### config.mk
export PLATFORM = sky130hd
export DESIGN_NAME = bblur_emit_flat
export DESIGN_NICKNAME = d
export VERILOG_FILES = /design/src/bblur_pkg.sv /design/src/bblur_if.sv /design/src/bblur_emit.sv /design/src/flat_wrapper.sv
export VERILOG_INCLUDE_DIRS = /design/src /design/src/src
export SDC_FILE = /design/constraint.sdc
export NUM_CORES = 1
export LEC_CHECK = 0
export BUFFER_PORTS_ARGS = -buffer_cell sky130_fd_sc_hd__buf_2
export CAP_MARGIN = 20
export CORE_MARGIN = 4
export CORE_UTILIZATION = 50
export CTS_CLUSTER_DIAMETER = 30
export DETAILED_ROUTE_END_ITERATION = 7
export HOLD_SLACK_MARGIN = 0.12
export PLACE_DENSITY = 0.72
export SYNTH_ARGS = -nofsm -noshare
export SYNTH_HDL_FRONTEND = slang
export SYNTH_SLANG_ARGS = --single-unit
### constraint.sdc
create_clock -name clk -period 26.7 [get_ports clk]
set_clock_uncertainty 0.2 [all_clocks]
set_input_delay 5.34 -clock clk [delete_from_list [all_inputs] [get_ports clk]]
set_output_delay 5.34 -clock clk [all_outputs]
set_load 0.05 [all_outputs]
### src/rgba_box_blur_3x3_defines.svh
// Assertion macros shared by the blur datapath modules.
`ifndef RGBA_BOX_BLUR_3X3_DEFINES_SVH
`define RGBA_BOX_BLUR_3X3_DEFINES_SVH

// Same-cycle implication, checked outside reset.
`define BBLUR_ASSERT_IMP(name, clk, rst, pre, post) \
  name: assert property (@(posedge clk) disable iff (rst) (pre) |-> (post)) \
    else $error("%m: implication failed");

// Next-cycle implication, checked outside reset.
`define BBLUR_ASSERT_NXT(name, clk, rst, pre, post) \
  name: assert property (@(posedge clk) disable iff (rst) (pre) |=> (post)) \
    else $error("%m: next-cycle implication failed");

`endif

### src/bblur_pkg.sv
`default_nettype none

package bblur_pkg;

  // Frame limits and field widths
  localparam int MAX_WIDTH  = 4096;
  localparam int MAX_HEIGHT = 4096;
  localparam int SIZE_W     = 13;
  localparam int COL_W      = $clog2(MAX_WIDTH);
  localparam int ROW_W      = $clog2(MAX_HEIGHT);
  localparam int CFG_IDX_W  = 2;

  localparam logic [SIZE_W-1:0] MIN_SIZE     = SIZE_W'(2);
  localparam logic [SIZE_W-1:0] MAX_WIDTH_SZ  = SIZE_W'(MAX_WIDTH);
  localparam logic [SIZE_W-1:0] MAX_HEIGHT_SZ = SIZE_W'(MAX_HEIGHT);

  // Configuration register indexes
  localparam logic [CFG_IDX_W-1:0] REG_IMAGE_WIDTH  = CFG_IDX_W'(0);
  localparam logic [CFG_IDX_W-1:0] REG_IMAGE_HEIGHT = CFG_IDX_W'(1);
  localparam logic [SIZE_W-1:0]    WIDTH_RESET      = SIZE_W'(640);
  localparam logic [SIZE_W-1:0]    HEIGHT_RESET     = SIZE_W'(480);

  // Pixel layout: channel 0 red, 1 green, 2 blue, 3 alpha
  localparam int CH_W       = 8;
  localparam int NUM_CH     = 4;
  localparam int NUM_SUM_CH = 3;
  localparam int CH_ALPHA   = 3;
  localparam int PIX_W      = CH_W * NUM_CH;

  typedef logic [NUM_CH-1:0][CH_W-1:0] pix_t;

  // Column sum of up to three samples, window sum of up to nine
  localparam int COLS_W = CH_W + 2;
  localparam int SUM_W  = CH_W + 4;

  // Reciprocals for the truncated divide by 6 and by 9
  localparam int RECIP_W      = 14;
  localparam int RECIP6_SHIFT = 16;
  localparam int RECIP9_SHIFT = 15;
  localparam logic [RECIP_W-1:0] RECIP6 = RECIP_W'(((2 ** RECIP6_SHIFT) + 5) / 6);
  localparam logic [RECIP_W-1:0] RECIP9 = RECIP_W'(((2 ** RECIP9_SHIFT) + 8) / 9);

  typedef enum logic [1:0] {
    DIV_4 = 2'd0,
    DIV_6 = 2'd1,
    DIV_9 = 2'd2
  } div_t;

  // Results that one item can cause
  localparam int NUM_REC   = 4;
  localparam int REC_IDX_W = $clog2(NUM_REC);

  typedef struct packed {
    logic [NUM_SUM_CH-1:0][SUM_W-1:0] sum;
    div_t                             div;
    logic [CH_W-1:0]                  alpha;
    logic [ROW_W-1:0]                 row;
    logic [COL_W-1:0]                 col;
    logic                             last;
    logic                             done;
  } rec_t;

  typedef struct packed {
    logic [NUM_REC-1:0]      mask;
    rec_t [NUM_REC-1:0]      rec;
  } burst_t;

  // Frame geometry and restart from the register file
  typedef struct packed {
    logic             restart;
    logic [COL_W-1:0] col_last;
    logic [ROW_W-1:0] row_last;
  } frame_ctl_t;

endpackage

`default_nettype wire

### src/bblur_if.sv
`default_nettype none


// Blurred result channel
interface bblur_result_if import bblur_pkg::*; ();
  logic             valid;
  logic             ready;
  logic [CH_W-1:0]  red_out;
  logic [CH_W-1:0]  green_out;
  logic [CH_W-1:0]  blue_out;
  logic [CH_W-1:0]  alpha_out;
  logic [ROW_W-1:0] out_row;
  logic [COL_W-1:0] out_col;
  logic             last_of_run;
  logic             frame_done;

  modport source (output valid, red_out, green_out, blue_out, alpha_out, out_row, out_col,
                  last_of_run, frame_done, input ready);
  modport sink   (input valid, red_out, green_out, blue_out, alpha_out, out_row, out_col,
                  last_of_run, frame_done, output ready);
endinterface


`default_nettype wire

### src/bblur_emit.sv
`default_nettype none

`include "rgba_box_blur_3x3_defines.svh"

module bblur_emit import bblur_pkg::*; (
  input  logic           clk,
  input  logic           rst,
  input  logic           burst_valid,
  output logic           burst_ready,
  input  burst_t         burst,
  bblur_result_if.source result
);

  // Pending results of one item
  rec_t [NUM_REC-1:0] slot;
  logic [NUM_REC-1:0] slot_mask;
  logic [NUM_REC-1:0] remain;
  logic [NUM_REC-1:0] sel_hot;
  logic [REC_IDX_W-1:0] sel;
  logic out_load;
  logic pop;

  // Truncated mean by shift or reciprocal multiply
  function automatic logic [CH_W-1:0] mean(input logic [SUM_W-1:0] s, input div_t d);
    logic [RECIP_W-1:0]       recip;
    logic [SUM_W+RECIP_W-1:0] p;
    logic [SUM_W-1:0]         q;
    recip = (d == DIV_9) ? RECIP9 : RECIP6;
    p     = s * recip;
    case (d)
      DIV_6:   q = SUM_W'(p >> RECIP6_SHIFT);
      DIV_9:   q = SUM_W'(p >> RECIP9_SHIFT);
      default: q = s >> 2;
    endcase
    return q[CH_W-1:0];
  endfunction

  // Pick the lowest pending result
  always_comb begin
    sel = '0;
    for (int i = NUM_REC - 1; i >= 0; i--) begin
      if (slot_mask[i]) begin
        sel = REC_IDX_W'(i);
      end
    end
  end

  assign sel_hot     = NUM_REC'(1) << sel;
  assign out_load    = !result.valid || result.ready;
  assign pop         = out_load && (slot_mask != '0);
  assign remain      = pop ? (slot_mask & ~sel_hot) : slot_mask;
  assign burst_ready = (remain == '0);

  // Refill the slots once the last pending result leaves
  always_ff @(posedge clk) begin
    if (rst) begin
      slot_mask <= '0;
    end else if (burst_valid && burst_ready) begin
      slot_mask <= burst.mask;
    end else begin
      slot_mask <= remain;
    end
  end

  always_ff @(posedge clk) begin
    if (burst_valid && burst_ready) begin
      slot <= burst.rec;
    end
  end

  // Output register
  always_ff @(posedge clk) begin
    if (rst) begin
      result.valid <= 1'b0;
    end else if (out_load) begin
      result.valid <= (slot_mask != '0);
    end
  end

  always_ff @(posedge clk) begin
    if (pop) begin
      result.red_out     <= mean(slot[sel].sum[0], slot[sel].div);
      result.green_out   <= mean(slot[sel].sum[1], slot[sel].div);
      result.blue_out    <= mean(slot[sel].sum[2], slot[sel].div);
      result.alpha_out   <= slot[sel].alpha;
      result.out_row     <= slot[sel].row;
      result.out_col     <= slot[sel].col;
      result.last_of_run <= slot[sel].last;
      result.frame_done  <= slot[sel].done;
    end
  end

  `BBLUR_ASSERT_IMP(a_done_is_last, clk, rst, result.valid && result.frame_done,
                    result.last_of_run)
  `BBLUR_ASSERT_NXT(a_pop_shows, clk, rst, pop, result.valid)
  `BBLUR_ASSERT_IMP(a_last_empties, clk, rst, pop && slot[sel].last, remain == '0)

endmodule

`default_nettype wire
### src/flat_wrapper.sv
// flat-port wrapper written by rule: the top's interface ports become plain ports
module bblur_emit_flat import bblur_pkg::*;
  (clk, rst, burst_valid, burst_ready, burst, result_valid, result_red_out, result_green_out, result_blue_out, result_alpha_out, result_out_row, result_out_col, result_last_of_run, result_frame_done, result_ready);
  bblur_result_if result_i ();
  input  logic clk;
  input  logic rst;
  input  logic burst_valid;
  output logic burst_ready;
  input  burst_t burst;
  output wire logic [$bits(result_i.valid)-1:0] result_valid;
  output wire logic [$bits(result_i.red_out)-1:0] result_red_out;
  output wire logic [$bits(result_i.green_out)-1:0] result_green_out;
  output wire logic [$bits(result_i.blue_out)-1:0] result_blue_out;
  output wire logic [$bits(result_i.alpha_out)-1:0] result_alpha_out;
  output wire logic [$bits(result_i.out_row)-1:0] result_out_row;
  output wire logic [$bits(result_i.out_col)-1:0] result_out_col;
  output wire logic [$bits(result_i.last_of_run)-1:0] result_last_of_run;
  output wire logic [$bits(result_i.frame_done)-1:0] result_frame_done;
  input wire logic [$bits(result_i.ready)-1:0] result_ready;
  assign result_valid = result_i.valid;
  assign result_red_out = result_i.red_out;
  assign result_green_out = result_i.green_out;
  assign result_blue_out = result_i.blue_out;
  assign result_alpha_out = result_i.alpha_out;
  assign result_out_row = result_i.out_row;
  assign result_out_col = result_i.out_col;
  assign result_last_of_run = result_i.last_of_run;
  assign result_frame_done = result_i.frame_done;
  assign result_i.ready = result_ready;
  bblur_emit u_core (.clk(clk), .rst(rst), .burst_valid(burst_valid), .burst_ready(burst_ready), .burst(burst), .result(result_i));
endmodule
==> results.cfg <==
[clock_tree]
cts_buffers = 68
insertion_delay_ns = 0.61
clockRootBuffer = clkbuf_16
cts_tree = yes
clock_sinks = 351
cts.htree.levels = 3
cts-resized-gates = 0
cts_hold_buf = 0
clk_pin_slew_ns = 0.05
cts_setup_buffers = 0
clock_path_buffers = 3

[yosys]
synthDistinctLibCells = 85
avgSynthCellArea_um2 = 12.3
synth_top_area_share_pct = 45.1
ys_seq_area_share_pct = 45.5
synthCells = 1873
ys_warn_count = 0
synth_edf_count = 346
ys_seq_elements = 351
yosysTopAreaCell = edfxtp_1
synthFlopType = edfxtp_1
synthArstFlopShare_pct = 0
synth_nets = 2580
synth_area_um2 = 23000
synth_area_leaders = edfxtp_1 (45%), fa_1 (16%), ha_1 (12%)

[setup_path]
worstPathCellList = buf_2, nor2b_1, inv_1, a21oi_1, o22ai_1, a32o_1, buf_2
worstRegToRegCells = 26
worst-setup-path-type = primary input to output pin
cp_slowest_stage_delay_ns = 0.42
arrival_ns = 6.80
cp.required_ns = 21.16
cp_num_cells = 7
cp_top_family = compound AO/OA/AOI/OAI gates
slowest_stage = nor2b_1
startpoint_type = primary input
endpoint_kind = output pin
path_max_fanout = 7
cpMostUsedCell = buf_2
path_buf_inv = 3

[sta]
hold_viol = 0
period_needed_ns = 12.34
worstMarginPinSlew_ns = 1.18
tns_ns = 0
setup_viol = 0
layout_worst_path_cycle_share_pct = 46.2
fmax_mhz = 81.0
rsz0062_at_grt = no
slew_headroom_pct = 21.1
slew_violations = 0

[global_routing]
grt.total_usage_pct = 25.0
grt_pass1_wl_um = 95800
antenna_found_initial = 19
grt_max_degree = 185
overflow = 0
grt_pass1_vias = 17100

[route]
wl_um = 62300
firstDrtPassIters = 5
num_vias = 16100
drt-initial-drc-count = 1029
drcViolationCount = 0
avgViaCountPerCell = 5.50
ant_nets = 0
routedWlPerCell_um = 21.3

[hold_path]
whs_path_depth = 1
hold_class = flop to flop

[final_layout]
final_cell_mix = buf_2 (355), inv_1 (348), edfxtp_1 (346)
final_common_cell = buf_2
syn_to_final_growth_pct = 21.5
nets = 2970
drive_gt1_share_pct = 23.2

[placement]
port_buffers = 355
gp_congestion = 0.945
dp_hpwl_um = 47300

[status]
status = complete, no violations

[die]
rows = 78
initial_core_util_pct = 50.7
die_h_um = 223
die_w_um = 223
io_pins = 356
die_area_um2 = 49600
core_area_um2 = 45500

[flow_run]
maxCapViolations = 0
==> metal layers <==
metal  GRT usage [%]  wire length [um]  share of wire [%]  vias to the layer above
li1                -                 -                  -                     7324
met1            31.8             24900                 40                     7911
met2            41.3             29800                 48                      686
met3            8.31              5790                9.3                      125
met4            6.92              1620                2.6                       26
met5               0               164               0.26                        -
==> cell usage after synthesis (all sizes together), types with 3 or more instances <==
cell type  count
a211o          4
a211oi         5
a21o          17
a21oi        105
a221o         51
a221oi        13
a22oi         13
a31oi         15
and2          27
and3          10
buf           29
clkbuf        30
dfxtp          5
edfxtp       346
fa           183
ha           228
inv          351
mux2i          8
nand2        170
nand2b         6
nand3         10
nand3b         5
nand4         11
nor2          44
nor2b         16
nor3          10
nor3b          5
nor4b          3
o211ai        11
o21ai         35
o221ai         6
o22ai         10
o31ai          6
or2           10
or3            6
xnor2         29
xnor3          3
xor2           7
==> logic make-up (layout without fill, tap and decap cells) <==
family          count (synthesis)  in the layout  share of synthesized area, %
compound gates                313            313                          10.1
flops                         351            351                          45.5
simple gates                  341            341                          7.22
mux                             8              8                         0.348
fa+ha+maj                     411            411                          28.3
other cells                     0              5                             0
buf+inv                       410            856                          6.86
xor+xnor                       39             39                          1.66
==> stage by stage <==
| stage | worst slack (ns) | hold slack (ns) | std cells | util, % | cell area [um^2] |
|---|---|---|---|---|---|
| final | 14.36 | 0.338 | 2924 | 61.6 | 28000 |
| after global routing | 14.23 | 0.356 | 2923 | 61.6 | 28000 |
| after CTS | 14.38 | 0.339 | 2918 | 61.5 | 28000 |
| after detailed placement | 14.37 | 0.334 | 2792 | 56.1 | 25500 |
| after global placement | 14.45 | 0.329 | 2792 | 56.1 | 25500 |
| after floorplan | 11.46 | 0.325 | 1873 | - | 23000 |
==> worst reg2reg max path, stage by stage (launching register included) <==
cell and delay (ns):
dfxtp_1 0.81, nor2_1 0.37, nor2_4 0.57, a21oi_1 0.09, a221oi_1 0.41, ha_1 0.23, buf_4 0.46, inv_1 0.11
buf_4 0.30, o211ai_1 0.22, o221ai_4 0.24, and2_1 0.27, fa_1 0.53, fa_1 0.41, fa_1 0.53, inv_1 0.07
fa_1 0.48, inv_1 0.04, ha_1 0.32, a21oi_1 0.15, o221ai_1 0.14, a21oi_1 0.39, nor3b_1 0.44, o21ai_4 0.14
a211oi_2 0.29, nor4b_2 0.10, a211o_1 0.30
==> flip-flops by register name, indices dropped and copies added, names as in the netlist <==
| name | count |
|---|---|
| u_core.slot | 288 |
| u_core.result.out_row | 12 |
| u_core.slot_mask | 4 |
| u_core.result.last_of_run | 1 |
| u_core.result.alpha_out | 8 |
| u_core.result.out_col | 12 |
| u_core.result.green_out | 8 |
| u_core.result.valid | 1 |
| u_core.result.blue_out | 8 |
| u_core.result.red_out | 8 |
| u_core.result.frame_done | 1 |
==> final cells by class <==
cell class | count | area [um^2]
antenna | 5 | 12.5
clock buffer | 77 | 1740
clock inverter | 49 | 706
fill | 3514 | 17500
inverter | 351 | 1320
multi-input combinational | 1112 | 11000
sequential | 351 | 10500
tap | 600 | 751
timing repair buffer | 379 | 1990
==> path summary, 6_finish.rpt <==
path                                          start                        to  slack, ns
worst min register to register     u_core.slot[239]  u_core.result.out_row[9]       0.34
worst min-delay path               u_core.slot[239]  u_core.result.out_row[9]       0.34
worst max-delay path                   result_ready               burst_ready      14.36
worst max register to register  u_core.slot_mask[2]  u_core.result.red_out[5]      17.82
Power is left out: the tool's default activity adds up to more than one toggle a clock period on the data nets, which glitch-free logic cannot reach.
